==> config.mk <==
export PLATFORM = sky130hd
export DESIGN_NAME = completion_wait_matcher_top
export DESIGN_NICKNAME = d
export VERILOG_FILES = /design/src/rtl/core/cwm_pkg.sv /design/src/rtl/core/completion_wait_matcher_top.sv /design/src/rtl/core/cwm_datapath.sv /design/src/rtl/core/cwm_ctrl.sv
export SDC_FILE = /design/constraint.sdc
export NUM_CORES = 1
export LEC_CHECK = 0
export BUFFER_PORTS_ARGS = -buffer_cell sky130_fd_sc_hd__buf_2
export CAP_MARGIN = 20
export CORE_MARGIN = 3
export CORE_UTILIZATION = 60
export DETAILED_ROUTE_END_ITERATION = 8
export PLACE_DENSITY = 0.77
export SYNTH_ARGS = -nofsm -noshare
export SYNTH_HDL_FRONTEND = slang
export SYNTH_SLANG_ARGS = --single-unit
==> constraint.sdc <==
create_clock -name i_clk -period 5.6 [get_ports i_clk]
set_clock_uncertainty 0.15 [all_clocks]
set_input_delay 1.12 -clock i_clk [delete_from_list [all_inputs] [get_ports i_clk]]
set_output_delay 1.12 -clock i_clk [all_outputs]
set_load 0.02 [all_outputs]
==> src/rtl/core/cwm_pkg.sv <==
// cwm_pkg: sizes, codes, transaction structs and controller types for the
// completion wait matcher. No dependencies; used by every file in rtl/core.

package cwm_pkg;

    // table and field sizes
    localparam int SLOTS       = 8;
    localparam int KEY_BITS    = 16;
    localparam int WAITER_BITS = 8;

    // action codes
    localparam logic ACT_WAIT = 1'b0;
    localparam logic ACT_DONE = 1'b1;

    // wake cause codes
    typedef enum logic [1:0] {
        CAUSE_NONE  = 2'd0,
        CAUSE_MATCH = 2'd1,
        CAUSE_FULL  = 2'd2
    } t_cause;

    // input transaction
    typedef struct packed {
        logic                   action;
        logic [KEY_BITS-1:0]    key;
        logic [WAITER_BITS-1:0] waiter_id;
    } t_in_item;

    // result transaction
    typedef struct packed {
        logic                   wake;
        logic [KEY_BITS-1:0]    wake_key;
        logic [WAITER_BITS-1:0] wake_waiter;
        t_cause                 wake_cause;
        logic                   completion_dropped;
    } t_out_item;

    // controller states
    typedef enum logic {
        ST_IDLE,
        ST_EVAL
    } t_state;

    // commands from controller to datapath
    typedef struct packed {
        logic capture;
        logic commit;
    } t_cwm_cmd;

endpackage

==> src/rtl/core/completion_wait_matcher_top.sv <==
// completion_wait_matcher_top: top level joining controller and datapath.
// Depends on cwm_pkg, cwm_ctrl and cwm_datapath.
//
//  channel  | direction | handshake                 | payload
//  ---------+-----------+---------------------------+----------------------
//  input    | in        | i_in_valid / o_in_stall   | i_in_item  (t_in_item)
//  result   | out       | o_out_valid / i_out_stall | o_out_item (t_out_item)
//
// Each item is first latched, then its key is compared against all slots of
// both tables in parallel and the tables and result are written.
// One result per item; the result register lets the next item be latched
// while the previous result is still held under stall.
// Reset is synchronous and empties both key tables in the same cycle.

module completion_wait_matcher_top (
    input  logic               i_clk,
    input  logic               i_rst_n,
    input  logic               i_in_valid,
    output logic               o_in_stall,
    input  cwm_pkg::t_in_item  i_in_item,
    output logic               o_out_valid,
    input  logic               i_out_stall,
    output cwm_pkg::t_out_item o_out_item
);

    cwm_pkg::t_cwm_cmd cmd;

    // sequencing
    cwm_ctrl u_ctrl (
        .i_clk       (i_clk),
        .i_rst_n     (i_rst_n),
        .i_in_valid  (i_in_valid),
        .o_in_stall  (o_in_stall),
        .o_out_valid (o_out_valid),
        .i_out_stall (i_out_stall),
        .o_cmd       (cmd)
    );

    // tables and result
    cwm_datapath u_dp (
        .i_clk      (i_clk),
        .i_rst_n    (i_rst_n),
        .i_cmd      (cmd),
        .i_in_item  (i_in_item),
        .o_out_item (o_out_item)
    );

endmodule

==> src/rtl/core/cwm_datapath.sv <==
// cwm_datapath: item latch, wait and done key tables, slot compare logic and
// the result register. Depends on cwm_pkg.

module cwm_datapath (
    input  logic               i_clk,
    input  logic               i_rst_n,
    input  cwm_pkg::t_cwm_cmd  i_cmd,
    input  cwm_pkg::t_in_item  i_in_item,
    output cwm_pkg::t_out_item o_out_item
);

    localparam int SLOTS = cwm_pkg::SLOTS;

    cwm_pkg::t_in_item                    r_item;
    cwm_pkg::t_out_item                   r_out;
    cwm_pkg::t_out_item                   n_out;
    logic [cwm_pkg::KEY_BITS-1:0]         r_wait_key   [SLOTS];
    logic [cwm_pkg::WAITER_BITS-1:0]      r_wait_owner [SLOTS];
    logic [cwm_pkg::KEY_BITS-1:0]         r_done_key   [SLOTS];

    logic [SLOTS-1:0] wait_free;
    logic [SLOTS-1:0] wait_sel;
    logic [SLOTS-1:0] wait_hit;
    logic [SLOTS-1:0] wait_hit_sel;
    logic [SLOTS-1:0] done_free;
    logic [SLOTS-1:0] done_sel;
    logic [SLOTS-1:0] done_hit;
    logic [cwm_pkg::WAITER_BITS-1:0] hit_owner;

    // table updates decided this cycle
    logic [SLOTS-1:0] wait_store;
    logic [SLOTS-1:0] wait_clear;
    logic [SLOTS-1:0] done_store;
    logic [SLOTS-1:0] done_clear;

    // parallel slot compares against the latched key
    always_comb begin
        for (int i = 0; i < SLOTS; i++) begin
            wait_free[i] = (r_wait_key[i] == '0);
            done_free[i] = (r_done_key[i] == '0);
            wait_hit[i]  = (r_wait_key[i] == r_item.key);
            done_hit[i]  = (r_done_key[i] == r_item.key);
        end
    end

    // lowest set bit of each vector
    assign wait_sel     = wait_free & (~wait_free + SLOTS'(1));
    assign done_sel     = done_free & (~done_free + SLOTS'(1));
    assign wait_hit_sel = wait_hit & (~wait_hit + SLOTS'(1));

    // owner of the lowest waiting slot with this key
    always_comb begin
        hit_owner = '0;
        for (int i = 0; i < SLOTS; i++) begin
            hit_owner = hit_owner | (r_wait_owner[i] & {cwm_pkg::WAITER_BITS{wait_hit_sel[i]}});
        end
    end

    // decide result and table changes
    // a stored wait key never equals a stored done key between items, so a new
    // item can only pair with entries holding its own key
    always_comb begin
        n_out      = '0;
        wait_store = '0;
        wait_clear = '0;
        done_store = '0;
        done_clear = '0;
        if (r_item.key != '0) begin
            if (r_item.action == cwm_pkg::ACT_WAIT) begin
                if (wait_free == '0) begin
                    n_out.wake        = 1'b1;
                    n_out.wake_key    = r_item.key;
                    n_out.wake_waiter = r_item.waiter_id;
                    n_out.wake_cause  = cwm_pkg::CAUSE_FULL;
                end else if (done_hit != '0) begin
                    // completion already here: pair at once, wait never lands
                    n_out.wake        = 1'b1;
                    n_out.wake_key    = r_item.key;
                    n_out.wake_waiter = r_item.waiter_id;
                    n_out.wake_cause  = cwm_pkg::CAUSE_MATCH;
                    done_clear        = done_hit;
                end else begin
                    wait_store = wait_sel;
                end
            end else begin
                if (done_hit != '0) begin
                    // duplicate completion: nothing stored, nothing to pair
                    n_out = '0;
                end else if (done_free == '0) begin
                    n_out.completion_dropped = 1'b1;
                end else if (wait_hit != '0) begin
                    n_out.wake        = 1'b1;
                    n_out.wake_key    = r_item.key;
                    n_out.wake_waiter = hit_owner;
                    n_out.wake_cause  = cwm_pkg::CAUSE_MATCH;
                    wait_clear        = wait_hit_sel;
                end else begin
                    done_store = done_sel;
                end
            end
        end
    end

    // item latch and result register
    always_ff @(posedge i_clk) begin
        if (i_cmd.capture) begin
            r_item <= i_in_item;
        end
        if (i_cmd.commit) begin
            r_out <= n_out;
        end
    end

    // key tables, emptied by reset
    always_ff @(posedge i_clk) begin
        if (!i_rst_n) begin
            for (int i = 0; i < SLOTS; i++) begin
                r_wait_key[i] <= '0;
                r_done_key[i] <= '0;
            end
        end else if (i_cmd.commit) begin
            for (int i = 0; i < SLOTS; i++) begin
                if (wait_store[i]) begin
                    r_wait_key[i] <= r_item.key;
                end else if (wait_clear[i]) begin
                    r_wait_key[i] <= '0;
                end
                if (done_store[i]) begin
                    r_done_key[i] <= r_item.key;
                end else if (done_clear[i]) begin
                    r_done_key[i] <= '0;
                end
            end
        end
    end

    // owner table, read only from occupied slots
    always_ff @(posedge i_clk) begin
        if (i_cmd.commit) begin
            for (int i = 0; i < SLOTS; i++) begin
                if (wait_store[i]) begin
                    r_wait_owner[i] <= r_item.waiter_id;
                end
            end
        end
    end

    assign o_out_item = r_out;

endmodule

==> src/rtl/core/cwm_ctrl.sv <==
// cwm_ctrl: state machine sequencing capture and evaluation, plus the result
// valid flag. Depends on cwm_pkg.

module cwm_ctrl (
    input  logic              i_clk,
    input  logic              i_rst_n,
    input  logic              i_in_valid,
    output logic              o_in_stall,
    output logic              o_out_valid,
    input  logic              i_out_stall,
    output cwm_pkg::t_cwm_cmd o_cmd
);

    cwm_pkg::t_state r_state;
    cwm_pkg::t_state n_state;
    logic            r_out_vld;
    logic            n_out_vld;

    // state and result valid registers
    always_ff @(posedge i_clk) begin
        if (!i_rst_n) begin
            r_state   <= cwm_pkg::ST_IDLE;
            r_out_vld <= 1'b0;
        end else begin
            r_state   <= n_state;
            r_out_vld <= n_out_vld;
        end
    end

    // next state and commands
    always_comb begin
        n_state     = r_state;
        o_cmd       = '0;
        o_in_stall  = 1'b1;
        n_out_vld   = r_out_vld && i_out_stall;
        case (r_state)
            cwm_pkg::ST_IDLE: begin
                o_in_stall = 1'b0;
                if (i_in_valid) begin
                    o_cmd.capture = 1'b1;
                    n_state       = cwm_pkg::ST_EVAL;
                end
            end
            cwm_pkg::ST_EVAL: begin
                // load result once the output register is free or draining
                if (!r_out_vld || !i_out_stall) begin
                    o_cmd.commit = 1'b1;
                    n_out_vld    = 1'b1;
                    n_state      = cwm_pkg::ST_IDLE;
                end
            end
            default: begin
                n_state = cwm_pkg::ST_IDLE;
            end
        endcase
    end

    assign o_out_valid = r_out_vld;

endmodule

* Word level (Yosys, flattened, before mapping)
Memories as Yosys holds them, arrays and structs flattened.
Index checks and enable logic that the tools add are counted.
** Storage, ports and cells
- Bits of input ports :: 29
- RAM bits :: 320
- Memories :: 3
- Output and inout bits :: 30
- Flip-flop bits (word level) :: 55
- Word-level logic and storage cells :: 361
** Memories
- u_dp.r_done_key :: depth 8, width 16, rd ports 8, clocked after Yosys merged registers in 0, wr ports 8, line cwm_datapath.sv:19 : logic [cwm_pkg::KEY_BITS-1:0] r_done_key [SLOTS];
- u_dp.r_wait_key :: depth 8, width 16, rd ports 8, clocked after Yosys merged registers in 0, wr ports 8, line cwm_datapath.sv:17 : logic [cwm_pkg::KEY_BITS-1:0] r_wait_key [SLOTS];
- u_dp.r_wait_owner :: depth 8, width 8, rd ports 8, clocked after Yosys merged registers in 0, wr ports 1, line cwm_datapath.sv:18 : logic [cwm_pkg::WAITER_BITS-1:0] r_wait_owner [SLOTS];
** Cells by class
- Mux-type cells :: 240
- Bitwise gates (word level) :: 56
- Add/subtract/negate cells :: 3
- Eq/ne operators :: 16
- Reduce and logical (&&, ||, !) cells :: 33
** Operators with widths (number)
- $mux 16 :: 32
- $eq 16x16->1 :: 16
- $logic_not 16->1 :: 16
- $mux 8 :: 25
- $mux 1 :: 169
- $mux 27 :: 5
- $and 8x8->8 :: 11
- $or 8x8->8 :: 7
- $reduce_or 8->1 :: 7
- $or 1x1->1 :: 32
- $mux 28 :: 1
- $add 8x1->8 const B :: 3
- $not 8->8 :: 3
- $mux 3 :: 7
- $logic_not 8->1 :: 2
- $reduce_bool 16->1 :: 1
- $reduce_bool 8->1 :: 2
- $not 1->1 :: 3
- $reduce_or 3->1 :: 1
- $logic_not 1->1 :: 2
- $pmux 1 s2 :: 1
- $logic_and 1x1->1 :: 1
- $logic_or 1x1->1 :: 1

* Longest topological paths before layout
Gate-level depths: netlist (run 1).
- Depth after elaboration :: 19
- Gate-level depth with buffers :: 14
- Depth with buffers taken out :: 8

* By module
From an unflattened synthesis (run 1), not the netlist that was laid out.
** Unflattened totals
- Cells, all modules :: 1364
- Area, all modules :: 17930.9 um^2
** By module, submodules not included
- cwm_datapath :: seq. area each 11200.7 um^2, cells each 1356, instances 1, area each 17852.1 um^2
- cwm_ctrl :: seq. area each 40.0 um^2, cells each 8, instances 1, area each 78.8 um^2

* Worst setup path before layout (run 1)
Ideal clock, no wire load.
- Path type :: in2reg
- From :: input i_out_stall
- To :: memory u_dp.r_wait_key[0][80] (netlist bit) (enable)
- Path buffers :: 2
- Required time :: 5.082 ns
- Cell stages on the path :: 8
- Setup slack :: 0.323 ns
- Library setup time :: 0.368 ns
- Arrival time :: 4.759 ns
- Cells stage by stage :: a21boi_1 -> nand2_1 -> or2_1 -> buf_2 -> or2_1 -> buf_6 -> nor3_1 -> a211o_1
** RTL lines
- from (decl) :: line completion_wait_matcher_top.sv:22 : input logic i_out_stall,
- to (decl) :: line cwm_datapath.sv:17

==> results summary, run 1 <==
The run finished with clean final reports. The synthesized netlist net count is 1373. The worst setup path is launched from a flip-flop. The placement row count came out at 62. The count of antenna-violating nets left after detailed routing came out at 0. The repair_antennas step left the layout with diodes totalling 0. After clock tree synthesis, the flow added hold-fix buffers numbering 0.

The maximum fanout encountered on the critical timing path came out at 17. The normalized max-slew margin is 0.255. The setup total negative slack came out at 0 ns. Together, buffers and inverters on the worst path number 1.

The register-to-register setup slack is 0.75 ns. The number of hold violations in the final report is 0. The number of enable-type register cells in the synthesized netlist is 373. The clock passes through at most 3 buffers. The cell count after synthesis came out at 1344. The relative contribution of combinational cells to total power is 0.070. The synthesized design spends more area on one cell type than any other, namely edfxtp_1.

For this run, the top clock speed supported by timing is 0.206 GHz. For this design the ratio of total power to cell area is 319 nW/um2. The die boundary width came out at 179 um.

The area of the die is 31900 um2. The critical path required time came out at 5.62 ns. The total count of max-transition violations in the final report was 0. The average wire per cell in the routed design came out at 23.1 um. In this run the vertical extent of the chip is 179 um. In this run the standard cell core region covers 29000 um2. Ranked by total cell area, the synthesized netlist is headed by edfxtp_1 (63%), xor2_1 (8.6%), and2_1 (7.9%). The net switching power of the design came out at 1.45 mW. The sequential cell fraction of total power came out at 0.524. The clock reaches the later pin of the worst-skew pair after 0.54 ns. The number of DRC markers after the initial detailed-route iteration came out at 1218. For this design, the sink count on the clock tree is 375.

The area growth from synthesis to layout is 11.1%. STA classifies the critical path endpoint as a flip-flop. The post-route standard cell area excluding fillers came out at 19800 um2. The first global-routing pass estimated 64100 um of wire.

The post-CTS repair timing setup buffer count came out at 0. The worst vdd rail ir drop is 0.263 mV. At the end of routability-driven placement, the weighted congestion stood at 0.895. Clock-pin slew was measured on the worst setup and hold paths at 0.06 ns. The number of antenna violations at the first check in global routing is 0. Of the total power, the share spent switching nets is 0.229. Dividing the detail-routed via count by the number of cells gives 6.14. Power comes to 6.32 mW.

The wire-length estimate of the detail-placed layout is 26800 um. In this run, post-CTS repair resized a total of 0 instances. Clock tree synthesis selected as its root buffer the cell clkbuf_16.

The async set-or-reset flop fraction in the synthesized netlist is 0. The clock tree from TritonCTS is done. The number of warnings issued by yosys came out at 0. For the pin with the worst max-slew slack, the measured transition is 1.11 ns. The count of buffers from port buffering is 58. The final worst hold slack is 0.393 ns. The final setup violation count is 0. The delay contributed by the slowest stage of the critical path came out at 1.05 ns. The aggregate global routing overflow came out at 0.

The starting utilization of the core area came out at 0.616. The share of total power dissipated in the clock network is 0.407. After synthesis the cells add up to 17900 um2. Entering global routing, the biggest net connects 33 pins.

The fraction of the yosys area taken by sequential cells came out at 0.629. The pre-antenna-repair detailed-routing pass consisted of 6 iterations. The critical path in this run is classified as flip-flop to flip-flop. Traced cell by cell, the critical path runs through buf_4 -> xnor2_1 -> nand4_1 -> nor4_1 -> nor4_4 -> nand4_1 -> or4_1 -> nor3b_4 -> or3_1. The total placed instance area is 18500 um2. Across every metal layer, demand over resource in global routing totals 0.267. The library cell contributing the largest single delay on the critical path is edfxtp_1.

The fraction of the cycle the final worst path needs is 0.866. The number of unique standard cell types used by synthesis came out at 49. The number of register bits inferred by synthesis came out at 375. The time the final worst path needs with I/O delays and setup is 4.85 ns. The boundary pin count is 59. Clock tree synthesis inserted a total of 40 buffers. Each instance of the synthesized netlist takes up on average 13.3 um2. The detailed-route via count is 11200. For this run, the leading register cell type out of synthesis is edfxtp_1.

The internal portion of the total power is 4.88 mW. The cell that appears most often on the critical path is nand4_1. The number of H-tree levels came out at 2. The fraction of layout instances using a drive strength above 1 came out at 0.134. The final layout contains 1436 nets. Setup repair after global routing left no endpoint under its margin. The number of remaining DRC errors is 0. The number of global-route vias before repair is 11200. For this design the static power due to leakage is 7.16 nW. The number of maximum-capacitance constraint violations is 0. STA puts the critical path data arrival time at 4.86 ns. The cell family contributing the most delay on the critical path is simple AND/OR/NAND/NOR gates. For this block, the routed nets add up to 42000 um of wire. The area fraction of the dominant cell type after synthesis is 0.627. The tightest min-delay check is of the flip-flop to flip-flop type.
## metrics by stage
stage,utilization,setup WS (ns),instances
after global routing,0.684,0.517,1820
final,0.684,0.752,1820
after CTS,0.683,0.713,1819
after detailed placement,0.639,0.795,1748
after global placement,0.639,0.885,1748
after floorplan,-,0.323,1344
## synthesized netlist by cell type, drive strengths merged, types with 4 or more instances
cell    instances
a22oi          16
or3             7
nand2b          6
nor4          123
nand3b          4
edfxtp        373
nor3            8
buf            56
xnor2          80
xor2          176
clkbuf         42
nor2b           4
or2             5
a221oi         16
nand2          23
o21ai          10
and2          226
nand4          53
o22ai           8
nor2           76
## path summary, 6_finish.rpt
kind,start,endpoint,cells past startpoint
worst max-delay path,u_dp.r_item[17],u_dp.r_done_key[0][21],9
worst min-delay path,u_ctrl.r_state,u_ctrl.o_out_valid,2
worst max register to register,u_dp.r_item[17],u_dp.r_done_key[0][21],9
worst min register to register,u_ctrl.r_state,u_ctrl.o_out_valid,2
## routing by layer
metal	share of wire	up-vias	routed length, um	global-route usage
li1	-	5026	-	-
met1	0.41	5516	17400	0.372
met2	0.48	530	20000	0.432
met3	0.082	101	3440	0.0464
met4	0.028	0	1160	0.0864
met5	0	-	0	0
## state kept, by name (all words and copies together), names as in the netlist
register / count
u_dp.r_done_key: 128
u_dp.r_wait_key: 128
u_dp.r_wait_owner: 64
u_dp.o_out_item: 28
u_dp.r_item: 25
u_ctrl.o_out_valid: 1
u_ctrl.r_state: 1
## logic make-up after synthesis
family | share of synthesized area
simple gates | 0.184
flops | 0.629
xor+xnor | 0.125
buf+inv | 0.0358
compound gates | 0.0255
## power groups by stage
stage,clock [mW],sequential (mW),combinational (mW)
after floorplan,0,3.33,0.313
after global placement,0,3.36,0.421
after detailed placement,0,3.37,0.430
after CTS,2.59,3.31,0.434
after global routing,2.72,3.32,0.476
final,2.57,3.31,0.441
## final cells by class
class,count,area (um2)
Tap cell,384,480
Timing Repair Buffer,119,806
Clock buffer,48,1030
Inverter,3,11.3
Sequential cell,375,11200
Fill cell,2037,9170
Multi-Input combinational cell,868,6030
Clock inverter,23,236
## cells in the final DEF, fill, tap and decap left out, types with 8 or more instances in the layout
cell type,netlist,final
nor2_1,76,76
and2_1,226,226
clkinv_1,1,10
nand4_1,53,53
a221oi_1,16,16
buf_2,4,58
xor2_1,176,176
nand2_1,23,23
nor4_1,122,118
o21ai_0,10,10
clkbuf_1,42,8
a22oi_1,16,16
o22ai_1,8,8
buf_4,34,57
clkbuf_16,0,40
xnor2_1,80,80
edfxtp_1,373,373
## worst register-to-register path, delay by kind of cell, from the launching register on
family	cells	cell delay, ns
xor gates and xnor gates	1	0.09
and+or+nand+nor	7	2.83
DFF	1	1.05
buffers and inverters	1	0.36
(Power assumes the default switching activity.)
==> run 2, diff against run 1 <==
- MAX_ROUTING_LAYER: not set -> met4
==> run 2 against run 1 <==
Effect of this change: sequential share of layout area did not move; largest cell class unchanged; register-to-register slack better by 0.03 ns; critical path type unchanged; highest routed layer unchanged; core utilization did not move.
==> results summary, run 2 (synthesis gave the netlist of run 1 again) <==
Outcome: finished clean (unchanged). The clock tree from TritonCTS is done (unchanged). The fraction of the cycle the final worst path needs is 0.861 (was 0.866).

Setup repair after global routing missed its margin: false (unchanged). The length of the first detailed-routing pass in iterations is 5 (was 6). The fmax came to 0.208 GHz (was 0.206 GHz). The worst flop-to-flop path endpoint is u_dp.r_done_key[0][21] (unchanged).

The worst min-delay path startpoint is u_ctrl.r_state (unchanged). The number of buffers between clock root and the deepest sink is 3 (unchanged). The number of antenna repair diodes was 0 (unchanged). The total CTS buffers was 40 (unchanged). The final setup violation count was 0 (unchanged). The total placed instance area came out at 18500 um2 (unchanged). The pin count of the biggest net entering global routing is 33 (unchanged). The classification of the worst-slack hold path is flip-flop to flip-flop (unchanged).

The hold-fix buffer count after cts is 0 (unchanged). Largest registers: u_dp.r_done_key (128), u_dp.r_wait_key (128), u_dp.r_wait_owner (64) (unchanged). The boundary pin count is 59 (unchanged). The clock root buffer master is clkbuf_16 (unchanged). The post-route standard cell area excluding fillers came out at 19800 um2 (unchanged). The number of global-route vias before repair came to 11200 (about the same). The placeable core region is 29000 um2 (unchanged). The count of buffers from port buffering is 58 (unchanged). The clock input transition at the sequential cells of the worst setup and hold paths is 0.06 ns (about the same). The area of the die is 31900 um2 (unchanged).

The transition time of the tightest slew-check pin is 1.07 ns (was 1.11 ns). The number of maximum-capacitance constraint violations came out at 0 (unchanged). The die boundary height came to 179 um (unchanged). The number of cells upsized or downsized after cts came out at 0 (unchanged). The worst vdd rail ir drop is 0.263 mV (about the same). The layout-stage area growth over the synthesis result came out at 11.1% (unchanged).

The normalized max-slew margin is 0.282 (was 0.255). The setup total negative slack came out at 0 ns (unchanged). The number of cells on the worst hold path came out at 2 (unchanged).

The worst-skew pair later-pin latency came to 0.54 ns (about the same). The placed wire-length estimate after detailed placement was 26800 um (unchanged). The worst hold path endpoint is u_ctrl.o_out_valid (unchanged).

The count of antenna-violating nets left after detailed routing came out at 0 (unchanged). The number of hold violations in the final report is 0 (unchanged). The total count of max-transition violations in the final report was 0 (unchanged). The die boundary width is 179 um (unchanged). The post-CTS repair timing setup buffer count came to 0 (unchanged). The via density per instance was 6.12 (was 6.14). The nature of the critical path startpoint is a flip-flop (unchanged). The placement row count is 62 (unchanged). The number of antenna violations at the first check in global routing was 0 (unchanged). The final worst hold slack is 0.391 ns (was 0.393 ns).

The endpoint arrival time on the critical path came out at 4.84 ns (was 4.86 ns). The critical path required time came out at 5.62 ns (about the same). The leading cell type in the layout, fill and taps excluded was edfxtp_1 (unchanged). The power density relative to cell area is 319 nW/um2 (about the same). The depth of the most critical reg-to-reg path is 9 (unchanged). The start-to-end type of the worst setup path is flip-flop to flip-flop (unchanged).

The reg-to-reg critical path startpoint is u_dp.r_item[22] (was u_dp.r_item[17]). The detailed-route via count came out at 11100 (was 11200). The aggregate global routing overflow came out at 0 (unchanged).

The number of clock sinks seen by CTS came out at 375 (unchanged). The layout net count came out at 1436 (unchanged). The routed wire length came out at 41900 um (was 42000 um). The total routing resource utilization after global routing is 0.275 (was 0.267).

The routability congestion estimate came out at 0.910 (was 0.895). The starting utilization of the core area came out at 0.616 (unchanged). The static leakage is 7.16 nW (unchanged). The number of remaining DRC errors was 0 (unchanged).

The fraction of layout instances using a drive strength above 1 came out at 0.134 (unchanged). The average wire per cell in the routed design is 23.0 um (was 23.1 um). Commonest non-fill, non-tap cells in the layout: edfxtp_1 (373), and2_1 (226), xor2_1 (176), nor4_1 (118), xnor2_1 (80) (unchanged). The first-pass GRT wire length came out at 64100 um (about the same). The number of DRC markers after the initial detailed-route iteration was 1240 (was 1218).

The element type at the critical path end is a flip-flop (unchanged). The number of H-tree levels came to 2 (unchanged). The maximum fanout encountered on the critical timing path was 17 (unchanged). The time the final worst path needs with I/O delays and setup is 4.82 ns (was 4.85 ns). The register-to-register setup slack came to 0.78 ns (was 0.75 ns).
-- run 2: cell counts in the layout (fill, tap and decap cells not counted) --
Identical to the previous run, type by type.
-- run 2: worst max-delay path by stage --
stage,startpoint,endpoint,depth (start not counted)
3_5_place_dp,u_dp.r_item[9],u_dp.r_done_key[0][25],8
2_1_floorplan,i_out_stall,u_dp.r_wait_key[0][80],8
6_report,u_dp.r_item[22],u_dp.r_done_key[0][21],9
4_1_cts,u_dp.r_item[9],u_dp.r_done_key[0][20],8
5_1_grt,u_dp.r_item[22],u_dp.r_done_key[0][27],9
3_3_place_gp,u_dp.r_item[9],u_dp.r_done_key[0][30],8
-- run 2: stage by stage --
stage	util	power (mW)	worst slack, ns	std cells
2_1_floorplan	-	3.64	0.323	1344
3_3_place_gp	0.639	3.78	0.885	1748
3_5_place_dp	0.639	3.80	0.795	1748
4_1_cts	0.683	6.34	0.713	1819
5_1_grt	0.684	6.51	0.517	1820
6_report	0.684	6.32	0.781	1820
-- run 2: report_power, final --
| part | switching (mW) | internal (mW) |
|---|---|---|
| registers | 0.107 | 3.20 |
| clock network | 1.06 | 1.50 |
| logic | 0.274 | 0.167 |
-- run 2: final cells by class --
| cell class | instances | area (um2) |
|---|---|---|
| Clock inverter | 23 | 236 |
| Fill cell | 2037 | 9170 |
| Sequential cell | 375 | 11200 |
| Inverter | 3 | 11.3 |
| Timing Repair Buffer | 119 | 806 |
| Tap cell | 384 | 480 |
| Multi-Input combinational cell | 868 | 6030 |
| Clock buffer | 48 | 1030 |
-- run 2: worst max-delay path: stages (launching register included) --
cell,delay [ns]
edfxtp_1,1.00
buf_4,0.34
xor2_1,0.20
nor4_1,0.08
nand4_1,0.14
nand4_1,0.17
or2_2,0.43
or4_1,0.77
nor3b_4,0.54
or3_1,0.59
-- run 2: per-layer routing --
layer | vias up | global-route usage | share of wire
met5 | - | - | 0
met3 | 98 | 0.0464 | 0.080
met2 | 512 | 0.431 | 0.48
met4 | 0 | 0.0860 | 0.026
li1 | 5025 | - | -
met1 | 5512 | 0.372 | 0.41
